==> src/hdl/nlw_pkg.sv <==
`timescale 1ns / 1ps

package nlw_pkg;

  // Width of the stored light intervals.
  localparam int CountWidth   = 16;
  localparam int WdWidth      = 5;
  localparam int CfgIdxWidth  = 3;
  localparam int CfgDataWidth = 16;

  typedef enum logic [CfgIdxWidth-1:0] {
    REG_SLOW_PERIOD_LOW  = 3'd0,
    REG_SLOW_PERIOD_HIGH = 3'd1,
    REG_FAST_PERIOD_LOW  = 3'd2,
    REG_FAST_PERIOD_HIGH = 3'd3,
    REG_PULSE_LOW        = 3'd4,
    REG_PULSE_HIGH       = 3'd5,
    REG_TIMEOUT_TICKS    = 3'd6,
    REG_WRAP_LIMIT       = 3'd7
  } cfg_reg_e;

  typedef enum logic {
    REQ_EDGE = 1'b0,
    REQ_TICK = 1'b1
  } req_type_e;

  typedef enum logic [1:0] {
    STATUS_SEARCHING  = 2'd0,
    STATUS_REGISTERED = 2'd1,
    STATUS_PENDING    = 2'd2
  } status_t;

  typedef enum logic [1:0] {
    STEP_ON_OFF_LOW  = 2'd0,
    STEP_ON_OFF_HIGH = 2'd1,
    STEP_KEY_HIGH    = 2'd2,
    STEP_KEY_LOW     = 2'd3
  } step_t;

  localparam logic [CfgDataWidth-1:0] SlowPeriodLowReset  = 16'd780;
  localparam logic [CfgDataWidth-1:0] SlowPeriodHighReset = 16'd810;
  localparam logic [CfgDataWidth-1:0] FastPeriodLowReset  = 16'd2900;
  localparam logic [CfgDataWidth-1:0] FastPeriodHighReset = 16'd3100;
  localparam logic [CfgDataWidth-1:0] PulseLowReset       = 16'd55;
  localparam logic [CfgDataWidth-1:0] PulseHighReset      = 16'd65;
  localparam logic [WdWidth-1:0]      TimeoutTicksReset   = 5'd30;
  localparam logic [WdWidth-1:0]      WrapLimitReset      = 5'd30;

  typedef struct packed {
    logic [CountWidth-1:0] slow_period_low;
    logic [CountWidth-1:0] slow_period_high;
    logic [CountWidth-1:0] fast_period_low;
    logic [CountWidth-1:0] fast_period_high;
    logic [CountWidth-1:0] pulse_low;
    logic [CountWidth-1:0] pulse_high;
    logic [WdWidth-1:0]    timeout_ticks;
    logic [WdWidth-1:0]    wrap_limit;
  } cfg_t;

  typedef struct packed {
    req_type_e   req_type;
    logic [15:0] elapsed_count;
  } req_t;

  typedef struct packed {
    status_t link_status;
    logic    on_off_level;
    logic    power_key_level;
  } result_t;

endpackage

==> src/hdl/nlw_if.sv <==
`timescale 1ns / 1ps

interface nlw_req_if;
  logic        valid;
  logic        ready;
  logic        req_type;
  logic [15:0] elapsed_count;

  modport source (output valid, output req_type, output elapsed_count, input ready);
  modport sink (input valid, input req_type, input elapsed_count, output ready);
endinterface

interface nlw_rsp_if;
  logic       valid;
  logic       ready;
  logic [1:0] link_status;
  logic       on_off_level;
  logic       power_key_level;

  modport source (output valid, output link_status, output on_off_level,
                  output power_key_level, input ready);
  modport sink (input valid, input link_status, input on_off_level,
                input power_key_level, output ready);
endinterface

==> src/hdl/nlw_engine.sv <==
`timescale 1ns / 1ps

module nlw_engine (
  input  logic             clk,
  input  logic             rst,
  input  logic             fire,
  input  nlw_pkg::req_t    req,
  input  nlw_pkg::cfg_t    cfg,
  output nlw_pkg::result_t result_next
);

  logic                          capture_phase, capture_phase_next;
  logic [nlw_pkg::CountWidth-1:0] first_interval, first_interval_next;
  logic [nlw_pkg::CountWidth-1:0] second_interval, second_interval_next;
  logic [nlw_pkg::WdWidth-1:0]    watchdog_count, watchdog_count_next;
  nlw_pkg::status_t               status_reg, status_reg_next;
  nlw_pkg::step_t                 sequence_step, sequence_step_next;
  logic                           on_off_pin, on_off_pin_next;
  logic                           power_key_pin, power_key_pin_next;

  logic [nlw_pkg::CountWidth-1:0] first_edge, second_edge;
  logic                           pulse_ok, slow_ok, fast_ok;
  logic [nlw_pkg::WdWidth:0]      wd_sum;
  logic [nlw_pkg::WdWidth-1:0]    wd_tick;

  // Intervals as they stand after this edge is captured.
  assign first_edge  = capture_phase ? first_interval
                                     : req.elapsed_count[nlw_pkg::CountWidth-1:0];
  assign second_edge = capture_phase ? req.elapsed_count[nlw_pkg::CountWidth-1:0]
                                     : second_interval;

  assign pulse_ok = (second_edge >= cfg.pulse_low) && (second_edge <= cfg.pulse_high);
  assign slow_ok  = pulse_ok && (first_edge >= cfg.slow_period_low)
                             && (first_edge <= cfg.slow_period_high);
  assign fast_ok  = pulse_ok && (first_edge >= cfg.fast_period_low)
                             && (first_edge <= cfg.fast_period_high);

  // The extra sum bit catches a count that runs past the 5-bit range.
  assign wd_sum  = {1'b0, watchdog_count}
                 + {{nlw_pkg::WdWidth{1'b0}}, (status_reg == nlw_pkg::STATUS_SEARCHING)};
  assign wd_tick = (wd_sum > {1'b0, cfg.wrap_limit}) ? '0 : wd_sum[nlw_pkg::WdWidth-1:0];

  always_comb begin
    capture_phase_next   = capture_phase;
    first_interval_next  = first_interval;
    second_interval_next = second_interval;
    watchdog_count_next  = watchdog_count;
    status_reg_next      = status_reg;
    sequence_step_next   = sequence_step;
    on_off_pin_next      = on_off_pin;
    power_key_pin_next   = power_key_pin;
    if (fire) begin
      if (req.req_type == nlw_pkg::REQ_EDGE) begin
        capture_phase_next   = ~capture_phase;
        first_interval_next  = first_edge;
        second_interval_next = second_edge;
        priority if (slow_ok) begin
          status_reg_next = nlw_pkg::STATUS_SEARCHING;
        end else if (fast_ok) begin
          status_reg_next     = nlw_pkg::STATUS_REGISTERED;
          watchdog_count_next = '0;
        end else begin
          // Neither pattern matched, so the status stands.
          status_reg_next = status_reg;
        end
        if (watchdog_count_next >= cfg.timeout_ticks) begin
          status_reg_next = nlw_pkg::STATUS_PENDING;
        end
      end else begin
        watchdog_count_next = wd_tick;
        if (status_reg == nlw_pkg::STATUS_PENDING) begin
          unique case (sequence_step)
            nlw_pkg::STEP_ON_OFF_LOW: begin
              on_off_pin_next    = 1'b0;
              sequence_step_next = nlw_pkg::STEP_ON_OFF_HIGH;
            end
            nlw_pkg::STEP_ON_OFF_HIGH: begin
              on_off_pin_next    = 1'b1;
              sequence_step_next = nlw_pkg::STEP_KEY_HIGH;
            end
            nlw_pkg::STEP_KEY_HIGH: begin
              power_key_pin_next = 1'b1;
              sequence_step_next = nlw_pkg::STEP_KEY_LOW;
            end
            nlw_pkg::STEP_KEY_LOW: begin
              power_key_pin_next  = 1'b0;
              sequence_step_next  = nlw_pkg::STEP_ON_OFF_LOW;
              status_reg_next     = nlw_pkg::STATUS_SEARCHING;
              watchdog_count_next = '0;
            end
            default: begin
              sequence_step_next = nlw_pkg::STEP_ON_OFF_LOW;
            end
          endcase
        end
      end
    end
  end

  always_comb begin
    result_next.link_status     = status_reg_next;
    result_next.on_off_level    = on_off_pin_next;
    result_next.power_key_level = power_key_pin_next;
  end

  always_ff @(posedge clk) begin
    if (rst) begin
      capture_phase   <= 1'b0;
      first_interval  <= '0;
      second_interval <= '0;
      watchdog_count  <= '0;
      status_reg      <= nlw_pkg::STATUS_SEARCHING;
      sequence_step   <= nlw_pkg::STEP_ON_OFF_LOW;
      on_off_pin      <= 1'b0;
      power_key_pin   <= 1'b0;
    end else begin
      capture_phase   <= capture_phase_next;
      first_interval  <= first_interval_next;
      second_interval <= second_interval_next;
      watchdog_count  <= watchdog_count_next;
      status_reg      <= status_reg_next;
      sequence_step   <= sequence_step_next;
      on_off_pin      <= on_off_pin_next;
      power_key_pin   <= power_key_pin_next;
    end
  end

endmodule

==> src/hdl/net_light_watchdog_power_cycle.sv <==
`timescale 1ns / 1ps

// Modem network-light watchdog. Each request word is either a light edge,
// carrying the timer count since the previous edge, or a periodic tick; every
// request returns exactly one response word with the link status and the
// levels of the on/off and power-key pins after that request. The block takes
// one word per clock while it is not stalled: a word is registered at the
// input, the state update is made from that register, and the response is
// loaded into an output register, from which it is taken. The input side
// keeps accepting while a response waits, and stalls only when both registers
// are full. The eight configuration registers should be written only while
// no word is in flight.
module net_light_watchdog_power_cycle (
  input  logic                                  clk,
  input  logic                                  rst,
  nlw_req_if.sink                               req,
  nlw_rsp_if.source                             rsp,
  input  logic                                  cfg_we,
  input  logic [nlw_pkg::CfgIdxWidth-1:0]       cfg_index,
  input  logic [nlw_pkg::CfgDataWidth-1:0]      cfg_data
);

  nlw_pkg::cfg_t    cfg;
  nlw_pkg::req_t    in_word;
  logic             in_valid;
  nlw_pkg::result_t out_word;
  nlw_pkg::result_t result_next;
  logic             out_valid;
  logic             out_load;
  logic             fire;

  always_ff @(posedge clk) begin
    if (rst) begin
      cfg.slow_period_low  <= nlw_pkg::SlowPeriodLowReset;
      cfg.slow_period_high <= nlw_pkg::SlowPeriodHighReset;
      cfg.fast_period_low  <= nlw_pkg::FastPeriodLowReset;
      cfg.fast_period_high <= nlw_pkg::FastPeriodHighReset;
      cfg.pulse_low        <= nlw_pkg::PulseLowReset;
      cfg.pulse_high       <= nlw_pkg::PulseHighReset;
      cfg.timeout_ticks    <= nlw_pkg::TimeoutTicksReset;
      cfg.wrap_limit       <= nlw_pkg::WrapLimitReset;
    end else if (cfg_we) begin
      unique case (nlw_pkg::cfg_reg_e'(cfg_index))
        nlw_pkg::REG_SLOW_PERIOD_LOW:  cfg.slow_period_low  <= cfg_data;
        nlw_pkg::REG_SLOW_PERIOD_HIGH: cfg.slow_period_high <= cfg_data;
        nlw_pkg::REG_FAST_PERIOD_LOW:  cfg.fast_period_low  <= cfg_data;
        nlw_pkg::REG_FAST_PERIOD_HIGH: cfg.fast_period_high <= cfg_data;
        nlw_pkg::REG_PULSE_LOW:        cfg.pulse_low        <= cfg_data;
        nlw_pkg::REG_PULSE_HIGH:       cfg.pulse_high       <= cfg_data;
        nlw_pkg::REG_TIMEOUT_TICKS:
          cfg.timeout_ticks <= cfg_data[nlw_pkg::WdWidth-1:0];
        nlw_pkg::REG_WRAP_LIMIT:
          cfg.wrap_limit <= cfg_data[nlw_pkg::WdWidth-1:0];
        default: ;
      endcase
    end
  end

  // The output register can take a new response when it is empty or being read.
  assign out_load  = !out_valid || rsp.ready;
  assign fire      = in_valid && out_load;
  assign req.ready = !in_valid || out_load;

  always_ff @(posedge clk) begin
    if (rst) begin
      in_valid <= 1'b0;
    end else if (req.ready) begin
      in_valid <= req.valid;
    end
  end

  always_ff @(posedge clk) begin
    if (req.ready && req.valid) begin
      in_word.req_type      <= nlw_pkg::req_type_e'(req.req_type);
      in_word.elapsed_count <= req.elapsed_count;
    end
  end

  nlw_engine u_engine (
    .clk         (clk),
    .rst         (rst),
    .fire        (fire),
    .req         (in_word),
    .cfg         (cfg),
    .result_next (result_next)
  );

  always_ff @(posedge clk) begin
    if (rst) begin
      out_valid <= 1'b0;
    end else if (out_load) begin
      out_valid <= in_valid;
    end
  end

  always_ff @(posedge clk) begin
    if (fire) begin
      out_word <= result_next;
    end
  end

  assign rsp.valid           = out_valid;
  assign rsp.link_status     = out_word.link_status;
  assign rsp.on_off_level    = out_word.on_off_level;
  assign rsp.power_key_level = out_word.power_key_level;

  a_status_legal: assert property (@(posedge clk) disable iff (rst)
    out_valid |-> (out_word.link_status != 2'd3))
    else $error("response carries an undefined link status");

  a_reset_empty: assert property (@(posedge clk)
    rst |=> (!in_valid && !out_valid))
    else $error("pipeline holds a word right after reset");

  a_input_held: assert property (@(posedge clk) disable iff (rst)
    (in_valid && !out_load) |=> (in_valid && $stable(in_word)))
    else $error("stalled input word was lost or overwritten");

  a_no_drop: assert property (@(posedge clk) disable iff (rst)
    (out_valid && !rsp.ready) |=> (out_valid && $stable(out_word)))
    else $error("pending response changed before it was taken");

endmodule

==> src/flat_wrapper.sv <==
// flat-port wrapper written by rule: the top's interface ports become plain ports
module net_light_watchdog_power_cycle_flat 
  (clk, rst, cfg_we, cfg_index, cfg_data, req_valid, req_req_type, req_elapsed_count, req_ready, rsp_valid, rsp_link_status, rsp_on_off_level, rsp_power_key_level, rsp_ready);
  nlw_req_if req_i ();
  nlw_rsp_if rsp_i ();
  input  logic clk;
  input  logic rst;
  input  logic cfg_we;
  input  logic [nlw_pkg::CfgIdxWidth-1:0] cfg_index;
  input  logic [nlw_pkg::CfgDataWidth-1:0] cfg_data;
  input wire logic [$bits(req_i.valid)-1:0] req_valid;
  input wire logic [$bits(req_i.req_type)-1:0] req_req_type;
  input wire logic [$bits(req_i.elapsed_count)-1:0] req_elapsed_count;
  output wire logic [$bits(req_i.ready)-1:0] req_ready;
  output wire logic [$bits(rsp_i.valid)-1:0] rsp_valid;
  output wire logic [$bits(rsp_i.link_status)-1:0] rsp_link_status;
  output wire logic [$bits(rsp_i.on_off_level)-1:0] rsp_on_off_level;
  output wire logic [$bits(rsp_i.power_key_level)-1:0] rsp_power_key_level;
  input wire logic [$bits(rsp_i.ready)-1:0] rsp_ready;
  assign req_i.valid = req_valid;
  assign req_i.req_type = req_req_type;
  assign req_i.elapsed_count = req_elapsed_count;
  assign req_ready = req_i.ready;
  assign rsp_valid = rsp_i.valid;
  assign rsp_link_status = rsp_i.link_status;
  assign rsp_on_off_level = rsp_i.on_off_level;
  assign rsp_power_key_level = rsp_i.power_key_level;
  assign rsp_i.ready = rsp_ready;
  net_light_watchdog_power_cycle u_core (.clk(clk), .rst(rst), .req(req_i), .rsp(rsp_i), .cfg_we(cfg_we), .cfg_index(cfg_index), .cfg_data(cfg_data));
endmodule
==> config.mk <==
export PLATFORM = sky130hd
export DESIGN_NAME = net_light_watchdog_power_cycle_flat
export DESIGN_NICKNAME = d
export VERILOG_FILES = /design/src/hdl/nlw_pkg.sv /design/src/hdl/nlw_if.sv /design/src/hdl/nlw_engine.sv /design/src/hdl/net_light_watchdog_power_cycle.sv /design/src/flat_wrapper.sv
export SDC_FILE = /design/constraint.sdc
export NUM_CORES = 1
export LEC_CHECK = 0
export BUFFER_PORTS_ARGS = -buffer_cell sky130_fd_sc_hd__buf_4
export CELL_PAD_IN_SITES_DETAIL_PLACEMENT = 1
export CELL_PAD_IN_SITES_GLOBAL_PLACEMENT = 2
export CORE_UTILIZATION = 38
export CTS_CLUSTER_SIZE = 12
export DETAILED_ROUTE_END_ITERATION = 7
export GPL_TIMING_DRIVEN = 1
export PLACE_DENSITY = 0.78
export SKIP_LAST_GASP = 1
export SYNTH_ARGS = -nofsm -noshare
export SYNTH_HDL_FRONTEND = slang
export SYNTH_SLANG_ARGS = --single-unit
==> constraint.sdc <==
create_clock -name clk -period 6.4 [get_ports clk]
set_clock_uncertainty 0.1 [all_clocks]
set_input_delay 0.64 -clock clk [delete_from_list [all_inputs] [get_ports clk]]
set_output_delay 0.64 -clock clk [all_outputs]
set_load 0.02 [all_outputs]
* Word level (Yosys, flattened, before mapping)
Index checks and enable logic that the tools add are counted.
Word-level totals: flip-flop bits (word level) 173, input port bits 41, output and inout port bits 6
Operators by class: $add $sub $neg 1, magnitude comparators 8, equality and inequality tests 11, muxes and demuxes 26, bitwise operators 2, reduce and logical (&&, ||, !) cells 24
Operators by type and width (number):
- greater-or-equal comparator 16 bit | 3
- <= comparator 16 bit | 3
- two-way mux 5 bit | 8
- two-way mux 16 bit | 2
- AND reduction 2 bit | 9
- two-way mux 2 bit | 7
- == test 3 bit, second input constant | 4
- case mux 2 bit (4 select lines) | 1
- logical AND 1 bit | 7
- adder 5 x 1 -> 6 bit | 1
- == test 2 bit, second input constant | 3
- == test 3 x 2 -> 1 bit, second input constant | 2
- greater-than comparator 6 x 5 -> 1 bit | 1
- two-way mux 1 bit | 6
- greater-or-equal comparator 5 bit | 1
- zero test 2 bit | 2
- case mux 1 bit (2 select lines) | 2
- == test 3 x 1 -> 1 bit, second input constant | 1
- zero test 3 bit | 1
- AND reduction 3 bit | 1
- == test 2 x 1 -> 1 bit, second input constant | 1
- zero test 1 bit | 2
- logical OR 1 bit | 2
- inverter 1 bit | 2

* Longest topological paths before layout
depth after elaboration 13, depth in mapped cells 20, depth with buffers taken out 17

* By module
A second synthesis with hierarchy kept.
Unflattened totals: cell total of the unflattened synthesis 1042, area total of the unflattened synthesis 9716.8 µm²
By module, submodules not included:
- net_light_watchdog_power_cycle | instances 1, cells each 419, area each 4903.5 µm²
- nlw_engine | instances 1, cells each 623, area each 4813.4 µm²

* Least setup slack after synthesis
No wires, ideal clock.
kind flip-flop to flip-flop, from register u_core.u_engine.capture_phase, to register u_core.u_engine.status_reg[0], setup time 103 ps, arrival 4440 ps, slack 1757 ps, cell stages (with the launch flop) 21, path buffers 3, period minus slack after synthesis 4643 ps, cell sequence dfxtp_1 > clkbuf_1 > clkbuf_1 > mux2_2 > ha_1 > nand2_1 > nor3_1 > a21oi_1 > o311ai_0 > o221ai_1 > or2_2 > clkbuf_1 > o21ai_0 > ha_1 > nand2b_1 > a21o_1 > a21o_1 > a21o_1 > a21o_1 > and2_1 > a2111oi_2
Between the ends: elaborated cells between the ends (all ways) 23, classes of those cells order compare: 7; mux: 11; reduce/logical: 5
RTL lines:
- start: declaration | RTL line nlw_engine.sv:12 | logic capture_phase, capture_phase_next;
- start signal: assignment | RTL line nlw_engine.sv:117 | capture_phase <= capture_phase_next;
- two-way mux 16 bit (*) | RTL line nlw_engine.sv:27 | assign first_edge = capture_phase ? first_interval
- via u_core.u_engine.first_edge (one bit) | RTL line nlw_engine.sv:21 | logic [nlw_pkg::CountWidth-1:0] first_edge, second_edge;
- greater-or-equal comparator 16 bit | RTL line nlw_engine.sv:35 | assign fast_ok = pulse_ok && (first_edge >= cfg.fast_period_low)
- logical AND 1 bit | RTL line nlw_engine.sv:35
- logical AND 1 bit | RTL line nlw_engine.sv:36 | && (first_edge <= cfg.fast_period_high);
- two-way mux 5 bit | RTL line nlw_engine.sv:59 | end else if (fast_ok) begin
- two-way mux 5 bit | RTL line nlw_engine.sv:57 | priority if (slow_ok) begin
- two-way mux 5 bit | RTL line nlw_engine.sv:53 | if (req.req_type == nlw_pkg::REQ_EDGE) begin
- two-way mux 5 bit | RTL line nlw_engine.sv:52 | if (fire) begin
- greater-or-equal comparator 5 bit | RTL line nlw_engine.sv:66 | if (watchdog_count_next >= cfg.timeout_ticks) begin
- two-way mux 2 bit (*) | RTL line nlw_engine.sv:66
- two-way mux 2 bit (*) | RTL line nlw_engine.sv:53
- two-way mux 2 bit (*) | RTL line nlw_engine.sv:52
- end signal: assignment | RTL line nlw_engine.sv:112 | status_reg <= nlw_pkg::STATUS_SEARCHING;
- end signal: assignment | RTL line nlw_engine.sv:121 | status_reg <= status_reg_next;
- end: declaration | RTL line nlw_engine.sv:16 | nlw_pkg::status_t status_reg, status_reg_next;
The timed path passes the listed nets; every way through them passes the cells marked *. The select of a mux whose other input is x is not followed. A chain may end at the register's enable or synchronous reset.

* Worst setup path after layout
Same ends and word-level chain as after synthesis.

==> summary.txt <==
TritonCTS clock tree = yes
Initial Util = 0.391
sequential cell fraction of total power = 0.448
clock power share = 0.418
Post-Synth Adder-Cell Area = 0.150
outcome = completed
pre-CTS setup slack = 1.41 ns
Top FF cell, synth = dfxtp_1
die area = 25000 um^2
GR Util met3 = 0.0438
register bit total from synthesis = 173
ANT cells = 0
Max IR drop VDD = 166 uV
Post-Synth Simple-Gate Area = 0.156
flop-to-flop setup slack = 1.44 ns
Die X = 158 um
GRT Overall Usage = 0.242
total number of vias = 7764
initial antenna violation count = 0
Routed WL = 28.9 mm
CP arrival = 5.20 ns
core box area = 23700 um^2
Worst-Margin Slew = 1.07 ns
Critical Path RT = 6.64 ns
CP Max Fanout = 33
Mean Syn Cell Area = 8.45 um^2
largest family of logic cells by synthesized area = compound AO/OA/AOI/OAI gates
Setup WS post-layout = 1.44 ns
drt first pass iters = 4
layout cells sized above 1 = 0.116
Post-synth ARST share = 0
RD Place Congestion = 0.831
PD cells = 245 nW/um^2
Leakage = 4.24 nW
Mapped Nets = 1248
post-synthesis cell count = 1096
Clock transition at path regs = 0.08 ns
Avg Vias per Cell = 5.38
clock root cell = clkbuf_16
Sw Pwr = 0.000753 W
hold_buf cts = 0
first-pass GRT wire length = 44.7 mm
part of the cycle the worst path needs = 0.775
Cell Int Power = 0.00181 W
Slew Limit Headroom = 0.285
Util after Layout = 0.442
total grt overflow = 0
fin area = 10500 um^2
logic gate share of total power = 0.133
pin count of the biggest net entering global routing = 83
max-cap viol count = 0
Hold Vio Cnt, Final = 0
Yosys warning count = 0
Routed Antenna Nets = 0
die height = 158 um
clock buffer count from CTS = 17
postcts setup bufs = 0
P&R area growth vs syn = 13.1%
GR peak layer = met2
GR Util met2 = 0.400
FILL cells = 2859
FP Rows = 56
multiplexer share of the synthesized area = 0.0451
placed inst area = 9870 um^2
synthesized cell area = 9260 um^2
routed len/inst = 20.0 um
Min-Delay Path Class = input port to register
Worst setup SP type = register
Distinct cells, synth = 52
register area share after synthesis = 0.397
Post-synth EDFFs = 21
NumNets Final = 1264
I/O pin count = 47
Detail Placement HPWL = 20.6 mm
htree depth = 4
number of port buffers = 46
Largest register FFs = 106
vias in the first global route = 7745
residual DRC count = 0
Largest Register = u_core.cfg
critical path capture point type = register
Max Root-Sink Buffers = 2
fin. max-slew vios = 0
biggest regs = u_core.cfg x106, u_core.in_word x17
post-layout min period = 4.96 ns
Synth Area in XOR/XNOR = 0.00378
Fmax achieved = 0.202 GHz
Final setup viols = 0
crit path kind = register to register
Hold Crit Depth = 1
CTS resizes = 0
RSZ-0062 raised after global routing = no
Net Sw Frac = 0.294
Clock Sinks = 173
Compound-Gate Fraction of Synth Area = 0.181
clock latency on the worst-skew pair = 0.44 ns
cell count of the worst reg-to-reg path = 17
area of the multi-input gates = 4980 um^2
1st-iter DRT viols = 393
met1 Use GR = 0.322
Post-Route Setup TNS = 0 ns
Sequential cell area = 3670 um^2
Power Total = 0.00257 W
[logic make-up (layout without fill, tap and decap cells)]
family	count (synthesis)	after routing
muxes	38	38
adders and majority gates	111	111
and+or+nand+nor	333	333
buffers and inverters	166	195
xor gates and xnor gates	4	4
AOI/OAI and AO/OA	271	271
DFF	173	173
[power by group through the flow]
stage | clock network (W) | logic, W | registers [W]
final | 0.00107 | 0.000342 | 0.00115
after detailed placement | 0 | 0.000341 | 0.00117
after CTS | 0.00109 | 0.000344 | 0.00115
after global routing | 0.00114 | 0.000381 | 0.00115
after global placement | 0 | 0.000335 | 0.00117
after floorplan | 0 | 0.000218 | 0.00117
[cell usage after synthesis, types with 4 or more instances]
master	count	area [um^2]
nand2_1	231	867
dfxtp_1	152	3040
a21oi_1	136	681
ha_1	111	1390
inv_1	107	402
clkbuf_1	58	218
o21ai_0	43	215
o211ai_1	36	270
mux2_2	30	338
nor2_1	22	82.6
edfxtp_1	21	631
nand3_1	17	85.1
nand4_1	17	106
a21o_1	12	90.1
nor2b_1	11	68.8
a211oi_1	9	67.6
mux2i_1	8	80.1
nand2b_1	8	50.1
nor3_1	6	30.0
nor3b_1	6	45.0
a221o_1	5	50.1
a32o_1	5	50.1
and2_1	4	25.0
o21a_1	4	30.0
[worst max-delay path: stages, from the launching register on]
cell       delay (ns)
dfxtp_1          0.31
buf_4            0.44
mux2_2           0.46
ha_1             0.34
nand4_1          0.12
nor2_1           0.31
nand2_1          0.18
o31a_1           0.18
a311oi_2         0.59
o21ai_0          0.23
ha_1             0.30
nand2b_1         0.14
a21o_1           0.17
a21o_1           0.17
a21o_1           0.17
a21o_1           0.18
and2_1           0.18
a2111oi_2        0.30
[area by class of cell]
class | count | area share
Multi-Input combinational cell | 757 | 0.476
Sequential cell | 173 | 0.351
Clock buffer | 17 | 0.0406
Timing Repair Buffer | 55 | 0.0394
Inverter | 108 | 0.0387
Tap cell | 319 | 0.0381
Clock inverter | 15 | 0.0166
[cell usage in the layout (no fill, tap or decap), types with 5 or more instances in the layout]
cell type and instances:
o211ai_1 36, edfxtp_1 21, a21oi_1 136, nand3_1 17
nand2b_1 8, ha_1 111, dfxtp_1 152, a32o_1 5
mux2i_1 8, mux2_2 30, a21o_1 12, nor2b_1 11
nand2_1 231, o21ai_0 43, nand4_1 17, clkbuf_16 17
nor3b_1 6, a211oi_1 9, nor2_1 20, a221o_1 5
buf_4 55, inv_1 107
[metrics by stage]
| stage | hold slack, ns | instances |
|---|---|---|
| after floorplan | 0.336 | 1096 |
| after global placement | 0.343 | 1412 |
| after detailed placement | 0.347 | 1412 |
| after CTS | 0.259 | 1444 |
| after global routing | 0.254 | 1444 |
| final | 0.266 | 1444 |
[final timing paths]
check | startpoint | end
setup reg to reg | u_core.u_engine.capture_phase$_SDFFE_PP0P_ | u_core.u_engine.status_reg[0]$_SDFF_PP0_
hold reg to reg | u_core.cfg[104]$_SDFFE_PP0P_ | u_core.cfg[104]$_SDFFE_PP0P_
hold / removal | req_elapsed_count[5] | u_core.in_word[5]$_DFFE_PP_
setup / recovery | u_core.u_engine.capture_phase$_SDFFE_PP0P_ | u_core.u_engine.status_reg[0]$_SDFF_PP0_
[per-layer routing]
layer,share of wire,vias to the layer above
met5,0,-
met4,0.017,0
met3,0.034,20
met2,0.47,102
met1,0.48,3840
li1,-,3802
Note: power is estimated with default switching activity, not from simulation.
